$ cat config.mk
export PLATFORM = sky130hd
export DESIGN_NAME = custom_float32_arith_unit_flat
export DESIGN_NICKNAME = d
export VERILOG_FILES = /design/src/cf32_pkg.sv /design/src/cf32_if.sv /design/src/cf32_div_stage.sv /design/src/custom_float32_arith_unit.sv /design/src/flat_wrapper.sv
export SDC_FILE = /design/constraint.sdc
export NUM_CORES = 2
export LEC_CHECK = 0
export BUFFER_PORTS_ARGS = -buffer_cell sky130_fd_sc_hd__buf_2
export CAP_MARGIN = 25
export CELL_PAD_IN_SITES_DETAIL_PLACEMENT = 1
export CELL_PAD_IN_SITES_GLOBAL_PLACEMENT = 1
export CORE_MARGIN = 3
export CORE_UTILIZATION = 48
export DETAILED_ROUTE_END_ITERATION = 6
export GPL_ROUTABILITY_DRIVEN = 1
export HOLD_SLACK_MARGIN = 0.02
export PLACE_DENSITY_LB_ADDON = 0.1
export SETUP_SLACK_MARGIN = 0.5
export SLEW_MARGIN = 20
export SYNTH_ARGS = -nofsm -noshare
export SYNTH_HDL_FRONTEND = slang
export SYNTH_SLANG_ARGS = --single-unit
$ cat constraint.sdc
create_clock -name clk -period 17 [get_ports clk]
set_clock_uncertainty 0.05 [all_clocks]
set_input_delay 0.85 -clock clk [delete_from_list [all_inputs] [get_ports clk]]
set_output_delay 0.85 -clock clk [all_outputs]
set_load 0.02 [all_outputs]
$ cat src/cf32_pkg.sv
// shared types, opcodes and helpers for the custom float32 arithmetic unit
// no dependencies
`timescale 1ns / 1ps
`default_nettype none
package cf32_pkg;

    localparam int WordW     = 32;
    localparam int FracW     = 24;
    localparam int Bias      = 64;
    localparam int ExpW      = 10;
    localparam int DivSteps  = 4;
    localparam int DivStages = FracW / DivSteps;

    localparam logic [WordW-1:0] MagMax  = 32'h7FFF_FFFF;
    localparam logic [WordW-1:0] SignBit = 32'h8000_0000;

    typedef enum logic [2:0] {
        OP_ADD  = 3'd0,
        OP_SUB  = 3'd1,
        OP_MUL  = 3'd2,
        OP_DIV  = 3'd3,
        OP_CMP  = 3'd4,
        OP_NEG  = 3'd5,
        OP_ITOF = 3'd6,
        OP_FTOI = 3'd7
    } op_t;

    // one item in flight
    typedef struct packed {
        logic                     bypass;
        logic                     sign;
        logic signed [ExpW-1:0]   expo;
        logic [WordW-1:0]         frac;
        logic [WordW-1:0]         word;
        logic                     ovf;
        logic                     is_div;
        logic [FracW-1:0]         rem;
        logic [FracW-1:0]         dvs;
        logic [FracW-1:0]         quo;
    } work_t;

    // unbiased exponent of a float word
    function automatic logic signed [ExpW-1:0] unb_exp(input logic [WordW-1:0] w);
        unb_exp = $signed({3'b000, w[30:24]}) - $signed(ExpW'(Bias));
    endfunction

endpackage
`default_nettype wire

$ cat src/cf32_if.sv
// valid/ready channel interfaces for operations and results
// depends on cf32_pkg
`timescale 1ns / 1ps
`default_nettype none
interface cf32_in_if;
    logic               valid;
    logic               ready;
    cf32_pkg::op_t      op;
    logic [31:0]        operand_a;
    logic [31:0]        operand_b;
    modport source (output valid, op, operand_a, operand_b, input ready);
    modport sink (input valid, op, operand_a, operand_b, output ready);
endinterface

interface cf32_out_if;
    logic               valid;
    logic               ready;
    logic [31:0]        result;
    logic               overflow;
    logic               underflow;
    modport source (output valid, result, overflow, underflow, input ready);
    modport sink (input valid, result, overflow, underflow, output ready);
endinterface
`default_nettype wire

$ cat src/cf32_div_stage.sv
// one pipeline slice of the restoring divider: four quotient bits per stage
// depends on cf32_pkg
`timescale 1ns / 1ps
`default_nettype none
module cf32_div_stage #(
    parameter int StageIdx = 0
) (
    input  cf32_pkg::work_t din,
    output cf32_pkg::work_t dout
);

    // restoring steps, divisor halves after each
    always_comb
    begin
        dout = din;
        for (int j = 0; j < cf32_pkg::DivSteps; j++)
        begin
            if (dout.rem >= dout.dvs)
            begin
                dout.quo[cf32_pkg::FracW-1-(StageIdx*cf32_pkg::DivSteps+j)] = 1'b1;
                dout.rem = dout.rem - dout.dvs;
            end
            dout.dvs = dout.dvs >> 1;
        end
    end

endmodule
`default_nettype wire

$ cat src/custom_float32_arith_unit.sv
// top level of the custom float32 arithmetic unit
// depends on cf32_pkg, cf32_if and cf32_div_stage
`timescale 1ns / 1ps
`default_nettype none
// Pipelined arithmetic unit for the excess-64 float word (sign bit 31, exponent
// bits 30..24, 24-bit fraction with explicit leading one). It takes one operation
// every cycle while the output side does not stall. The depth is a register behind
// the decode, align and multiply logic, then the divider, which resolves four
// quotient bits in each of six stages, followed by a rounding stage, a normalizing
// shift stage and the packing output register. Every operation runs the same path,
// so results leave in order. Each stage holds while the next one is full, so a
// stalled output fills the pipe and the input keeps taking transfers until it is
// full.
module custom_float32_arith_unit (
    input  wire        clk,
    input  wire        rst_n,
    cf32_in_if.sink    in_ch,
    cf32_out_if.source out_ch
);

    localparam int NStg = cf32_pkg::DivStages + 3;
    localparam int RndS = cf32_pkg::DivStages + 1;
    localparam int LzS  = cf32_pkg::DivStages + 2;

    logic [NStg-1:0]  vld_reg;
    logic [NStg-1:0]  free;
    cf32_pkg::work_t  stg_reg  [NStg];
    cf32_pkg::work_t  stg_next [NStg];
    logic             out_vld_reg;
    logic             out_free;
    logic [31:0]      res_reg, res_next;
    logic             ovf_reg, ovf_next;
    logic             unf_reg, unf_next;

    // front end: decode, align and add, multiply, conversions
    always_comb
    begin
        logic [31:0]        a, bb, mag, fi;
        logic signed [9:0]  eu, ev, ef;
        logic signed [7:0]  t;
        logic [6:0]         amt;
        logic signed [25:0] fu, fv, big, lesser, fw;
        cf32_pkg::work_t    w;
        a  = in_ch.operand_a;
        bb = (in_ch.op == cf32_pkg::OP_SUB) ? (in_ch.operand_b ^ cf32_pkg::SignBit)
                                            : in_ch.operand_b;
        eu = cf32_pkg::unb_exp(a);
        ev = cf32_pkg::unb_exp(bb);
        w  = '0;
        fu = a[31]  ? -$signed({2'b00, a[23:0]})  : $signed({2'b00, a[23:0]});
        fv = bb[31] ? -$signed({2'b00, bb[23:0]}) : $signed({2'b00, bb[23:0]});
        t  = $signed({1'b0, a[30:24]}) - $signed({1'b0, bb[30:24]});
        amt = t[7] ? 7'(-t) : t[6:0];
        big    = (t <= 0) ? fv : fu;
        lesser = (t <= 0) ? fu : fv;
        fw = (amt >= 7'd24) ? big : big + (lesser >>> amt[4:0]);
        mag = '0;
        fi  = {8'h00, a[23:0]};
        ef  = eu;
        case (in_ch.op)
            cf32_pkg::OP_ADD, cf32_pkg::OP_SUB:
            begin
                if (a == '0)
                begin
                    w.bypass = 1'b1;
                    w.word   = bb;
                end
                else if (bb == '0)
                begin
                    w.bypass = 1'b1;
                    w.word   = a;
                end
                else
                begin
                    w.sign = fw[25];
                    w.frac = {6'b0, fw[25] ? 26'(-fw) : 26'(fw)};
                    w.expo = (t <= 0) ? ev : eu;
                end
            end
            cf32_pkg::OP_MUL:
            begin
                if (a[23:0] == '0 || bb[23:0] == '0)
                begin
                    w.bypass = 1'b1;
                end
                else
                begin
                    w.sign = a[31] ^ bb[31];
                    w.frac = a[23:8] * bb[23:8];
                    w.expo = eu + ev - 10'sd8;
                end
            end
            cf32_pkg::OP_DIV:
            begin
                if (a[23:0] == '0 || bb[23:0] == '0)
                begin
                    w.bypass = 1'b1;
                end
                else
                begin
                    w.is_div = 1'b1;
                    w.sign   = a[31] ^ bb[31];
                    w.rem    = a[23:0];
                    w.dvs    = bb[23:0];
                    w.expo   = eu - ev + 10'sd1;
                end
            end
            cf32_pkg::OP_CMP:
            begin
                w.bypass = 1'b1;
                w.word   = (a[31] && bb[31]) ? (bb - a) : (a - bb);
            end
            cf32_pkg::OP_NEG:
            begin
                w.bypass = 1'b1;
                w.word   = a ^ cf32_pkg::SignBit;
            end
            cf32_pkg::OP_ITOF:
            begin
                w.sign = a[31];
                w.frac = a[31] ? (32'd0 - a) : a;
                w.expo = 10'sd24;
            end
            default:
            begin
                // float to int, truncating toward zero
                w.bypass = 1'b1;
                if (ef <= 0)
                    mag = '0;
                else if (ef < 10'sd24)
                    mag = fi >> 5'(10'sd24 - ef);
                else if (ef == 10'sd24)
                    mag = fi;
                else if (ef < 10'sd32)
                    mag = fi << 3'(ef - 10'sd24);
                else
                begin
                    mag   = cf32_pkg::MagMax;
                    w.ovf = 1'b1;
                end
                w.word = a[31] ? (32'd0 - mag) : mag;
            end
        endcase
        stg_next[0] = w;
    end

    // divider slices
    for (genvar k = 0; k < cf32_pkg::DivStages; k++)
    begin : g_div
        cf32_div_stage #(.StageIdx(k)) u_div (
            .din  (stg_reg[k]),
            .dout (stg_next[k+1])
        );
    end

    // right normalize: repeated half-up steps equal one ceiling division by 2^sh,
    // with one more step when the rounding carries into bit 24
    always_comb
    begin
        cf32_pkg::work_t w;
        logic [3:0]      sh;
        logic [31:0]     q;
        logic            rb;
        w = stg_reg[RndS-1];
        if (w.is_div)
            w.frac = {8'h00, w.quo};
        sh = '0;
        for (int i = 24; i < 32; i++)
        begin
            if (w.frac[i])
                sh = 4'(i - 23);
        end
        q  = w.frac >> sh;
        rb = |(w.frac & ~({32{1'b1}} << sh));
        q  = q + {31'b0, rb};
        if (q[24])
        begin
            q  = 32'h0080_0000;
            sh = sh + 4'd1;
        end
        w.frac = q;
        w.expo = w.expo + $signed({6'b0, sh});
        stg_next[RndS] = w;
    end

    // left normalize to the explicit leading one
    always_comb
    begin
        cf32_pkg::work_t w;
        logic [4:0]      lz;
        w  = stg_reg[RndS];
        lz = '0;
        for (int i = 0; i < 24; i++)
        begin
            if (w.frac[i])
                lz = 5'(23 - i);
        end
        if (w.frac[23:0] != '0)
        begin
            w.frac = w.frac << lz;
            w.expo = w.expo - $signed({5'b0, lz});
        end
        stg_next[LzS] = w;
    end

    // range check and packing
    always_comb
    begin
        cf32_pkg::work_t w;
        logic [6:0]      be;
        w        = stg_reg[LzS];
        be       = 7'(w.expo + 10'sd64);
        res_next = '0;
        ovf_next = 1'b0;
        unf_next = 1'b0;
        if (w.bypass)
        begin
            res_next = w.word;
            ovf_next = w.ovf;
        end
        else if (w.frac == '0)
            res_next = '0;
        else if (w.expo >= 10'sd64)
        begin
            res_next = {w.sign, cf32_pkg::MagMax[30:0]};
            ovf_next = 1'b1;
        end
        else if (w.expo < -10'sd64)
            unf_next = 1'b1;
        else
            res_next = {w.sign, be, w.frac[23:0]};
    end

    // stall chain: a stage takes new data when it is empty or moves on
    assign out_free = !out_vld_reg || out_ch.ready;
    always_comb
    begin
        free[NStg-1] = !vld_reg[NStg-1] || out_free;
        for (int i = NStg - 2; i >= 0; i--)
            free[i] = !vld_reg[i] || free[i+1];
    end
    assign in_ch.ready = free[0];

    // stage valid bits
    always_ff @(posedge clk or negedge rst_n)
    begin
        if (!rst_n)
        begin
            vld_reg     <= '0;
            out_vld_reg <= 1'b0;
        end
        else
        begin
            if (free[0])
                vld_reg[0] <= in_ch.valid;
            for (int i = 1; i < NStg; i++)
            begin
                if (free[i])
                    vld_reg[i] <= vld_reg[i-1];
            end
            if (out_free)
                out_vld_reg <= vld_reg[NStg-1];
        end
    end

    // stage payloads
    always_ff @(posedge clk)
    begin
        if (free[0] && in_ch.valid)
            stg_reg[0] <= stg_next[0];
        for (int i = 1; i < NStg; i++)
        begin
            if (free[i] && vld_reg[i-1])
                stg_reg[i] <= stg_next[i];
        end
        if (out_free && vld_reg[NStg-1])
        begin
            res_reg <= res_next;
            ovf_reg <= ovf_next;
            unf_reg <= unf_next;
        end
    end

    assign out_ch.valid     = out_vld_reg;
    assign out_ch.result    = res_reg;
    assign out_ch.overflow  = ovf_reg;
    assign out_ch.underflow = unf_reg;

endmodule
`default_nettype wire

$ cat src/flat_wrapper.sv
// flat-port wrapper written by rule: the top's interface ports become plain ports
module custom_float32_arith_unit_flat 
  (clk, rst_n, in_ch_valid, in_ch_op, in_ch_operand_a, in_ch_operand_b, in_ch_ready, out_ch_valid, out_ch_result, out_ch_overflow, out_ch_underflow, out_ch_ready);
  cf32_in_if in_ch_i ();
  cf32_out_if out_ch_i ();
  input  wire clk;
  input  wire rst_n;
  input wire logic [$bits(in_ch_i.valid)-1:0] in_ch_valid;
  input wire logic [$bits(in_ch_i.op)-1:0] in_ch_op;
  input wire logic [$bits(in_ch_i.operand_a)-1:0] in_ch_operand_a;
  input wire logic [$bits(in_ch_i.operand_b)-1:0] in_ch_operand_b;
  output wire logic [$bits(in_ch_i.ready)-1:0] in_ch_ready;
  output wire logic [$bits(out_ch_i.valid)-1:0] out_ch_valid;
  output wire logic [$bits(out_ch_i.result)-1:0] out_ch_result;
  output wire logic [$bits(out_ch_i.overflow)-1:0] out_ch_overflow;
  output wire logic [$bits(out_ch_i.underflow)-1:0] out_ch_underflow;
  input wire logic [$bits(out_ch_i.ready)-1:0] out_ch_ready;
  assign in_ch_i.valid = in_ch_valid;
  assign in_ch_i.op = in_ch_op;
  assign in_ch_i.operand_a = in_ch_operand_a;
  assign in_ch_i.operand_b = in_ch_operand_b;
  assign in_ch_ready = in_ch_i.ready;
  assign out_ch_valid = out_ch_i.valid;
  assign out_ch_result = out_ch_i.result;
  assign out_ch_overflow = out_ch_i.overflow;
  assign out_ch_underflow = out_ch_i.underflow;
  assign out_ch_i.ready = out_ch_ready;
  custom_float32_arith_unit u_core (.clk(clk), .rst_n(rst_n), .in_ch(in_ch_i), .out_ch(out_ch_i));
endmodule
==> results.toml <==
[timing]
fmax_mhz = 65.6
max_slew_margin = 0.232
tns_ns = 0
period_share = 0.897
hold_viol = 0
tightestPinTransition_ns = 1.14
slew_viol_final = 0
setup_viol = 0
grt_setup_unrepaired = "no"
layout_min_cycle_time_ns = 15.25

[cells_and_area]
final_common_cell = "edfxtp_1"
nFillCells = 18800
drive_above_1_share = 0.0808
final_cell_mix = "edfxtp_1 (1,045), nand2_1 (898), nor2_1 (667), inv_1 (586), ha_1 (541)"
area_delta_synth_final_pct = 8.56
largest_reg_flops = 1011
nets = 9282

[critical_path]
worstPathRequired_ns = 17.45
regToRegStartpoint = "u_core.stg_reg[0][198]"
cp-start-kind = "flop"
arrival_ns = 15.70
crit_slowest_cell = "or4b_2"
end_kind = "flop"
worstSetupPathType = "reg2reg"
cp_common_cell = "a21oi_1"
rr_worst_depth = 63
path_buf_inv = 9
reg2reg_to = "u_core.stg_reg[0][368]"
crit_family = "compound AO/OA/AOI/OAI gates"
crit_fanout = 39
reg2reg_setup_slack_ns = 1.75
crit_path_max_incr_delay_ns = 0.71

[global_route]
grt_pass1_vias = 68000
grt_overflow = 0
grt_pass1_wl_um = 411000
grt_use_total = 0.301
grt_max_degree = 127
antenna_found_initial = 9

[synth]
synth_top_area_cell = "edfxtp_1"
async_flop_share = 0.00948
synth_top_area_share = 0.384
syn_area_um2 = 81800
ys_warn_count = 0
ys_types = 109
synth_edf_count = 1045
seq_area_frac_synth = 0.387
syn_area_per_cell_um2 = 9.68
netlist_instances = 8449
synth_flop_cell = "edfxtp_1"
synth_area_leaders = "edfxtp_1 (38%), ha_1 (8.3%), fa_1 (5.5%)"
ys_ff_latch = 1055

[route]
drc = 0
ant_nets = 0
wl_per_cell_um = 25.0
viasPerCell = 6.16
drtIter0Drc = 5167
via_count = 66200
dr.pass1.iters = 6
drt_wl_total_um = 269000

[clocking]
clock_path_buffers = 3
clk_latency_ns = 0.75
h-tree-depth = 3
cts-buffers-inserted = 110
cts_sinks = 1055
cts_tree = "done"
clockRootBuffer = "clkbuf_16"
clkTransAtPathRegs_ns = 0.06
cts_setup_buffers = 0

[die]
die_h_um = 419
boundaryPins = 107
core_um2 = 168000
start_util = 0.486
rows = 150
die-area_um2 = 175000
die_x_um = 419

[hold_path]
worstHoldStart = "in_ch_valid"
hold_class = "in2reg"
holdPathEnd = "u_core.vld_reg[0]"
holdPathStages = 2

[placed_design]
gp_congestion = 0.981
numPortBuffers = 106
dp_hpwl_um = 206000

[run_status]
run_status = "finished, final reports clean"

[flow_run]
drv_cap = 0
[repair_timing]
action,CTS,global route
gates resized for setup,0,7
endpoints found under the hold margin,10,0
endpoints found under the setup margin,0,39
hold buffers,1,0
[layer usage]
metal  track usage  up-vias  part of all wire
met2         0.498     1825              0.47
met3        0.0414      453             0.056
met1         0.409    33200              0.44
met4        0.0916        6             0.033
li1              -    30700                 -
met5             0        -           0.00017
[final cells by class]
class / count / area, um^2 / share of cell area
Multi-Input combinational cell: 6438 / 46800 / 0.527
Sequential cell: 1055 / 31600 / 0.356
Antenna cell: 1 / 2.50 / 0.0000282
Clock inverter: 77 / 862 / 0.00971
Timing Repair Buffer: 227 / 1570 / 0.0177
Inverter: 614 / 2310 / 0.0260
Tap cell: 2204 / 2760 / 0.0310
Clock buffer: 131 / 2870 / 0.0323
[how the worst max path moves through the flow]
stage	startpoint	to	slack (ns)	cells past startpoint
6_report	u_core.stg_reg[0][198]	u_core.stg_reg[0][368]	1.75	63
3_5_place_dp	u_core.stg_reg[0][48]	u_core.stg_reg[0][199]	1.53	69
2_1_floorplan	u_core.stg_reg[0][48]	u_core.stg_reg[0][220]	3.07	70
4_1_cts	u_core.stg_reg[0][48]	u_core.stg_reg[0][199]	1.38	69
3_3_place_gp	u_core.stg_reg[0][48]	u_core.stg_reg[0][199]	1.97	69
5_1_grt	u_core.stg_reg[0][198]	u_core.stg_reg[0][368]	0.55	63
[cell usage after synthesis, drive strengths merged (76+ instances only)]
cell type,instances
a31oi,76
nor2,669
nand2,900
nor2b,90
nand2b,85
buf,78
xor2,199
a21o,175
mux2i,264
xnor2,398
nor4,77
edfxtp,1045
or3,76
fa,224
nand3,140
o21ai,504
ha,541
inv,594
mux2,124
nand4,103
nor3,218
clkbuf,271
a21oi,531
[cell families after synthesis]
kind of cell,Yosys count,share of synthesized area
adder cells (fa/ha/maj),765,0.138
flip-flops,1055,0.387
other,1,0.0000458
XOR/XNOR,597,0.0640
multiplexers,415,0.0568
buffers and inverters,963,0.0446
AO/OA/AOI/OAI,1997,0.157
AND/OR/NAND/NOR,2656,0.153
[stage by stage]
stage | hold slack [ns] | setup WS [ns] | std cells | util | cell area (um^2)
detailed placement | 0.355 | 1.53 | 10500 | 0.504 | 84900
floorplan | 0.350 | 3.07 | 8456 | - | 81800
global placement | 0.351 | 1.97 | 10500 | 0.504 | 84800
global route | 0.239 | 0.547 | 10700 | 0.528 | 88800
finish | 0.273 | 1.75 | 10700 | 0.528 | 88800
CTS | 0.203 | 1.38 | 10700 | 0.526 | 88600
Power is left out: the tool's default activity adds up to more than one toggle a clock period on the data nets, which glitch-free logic cannot reach.
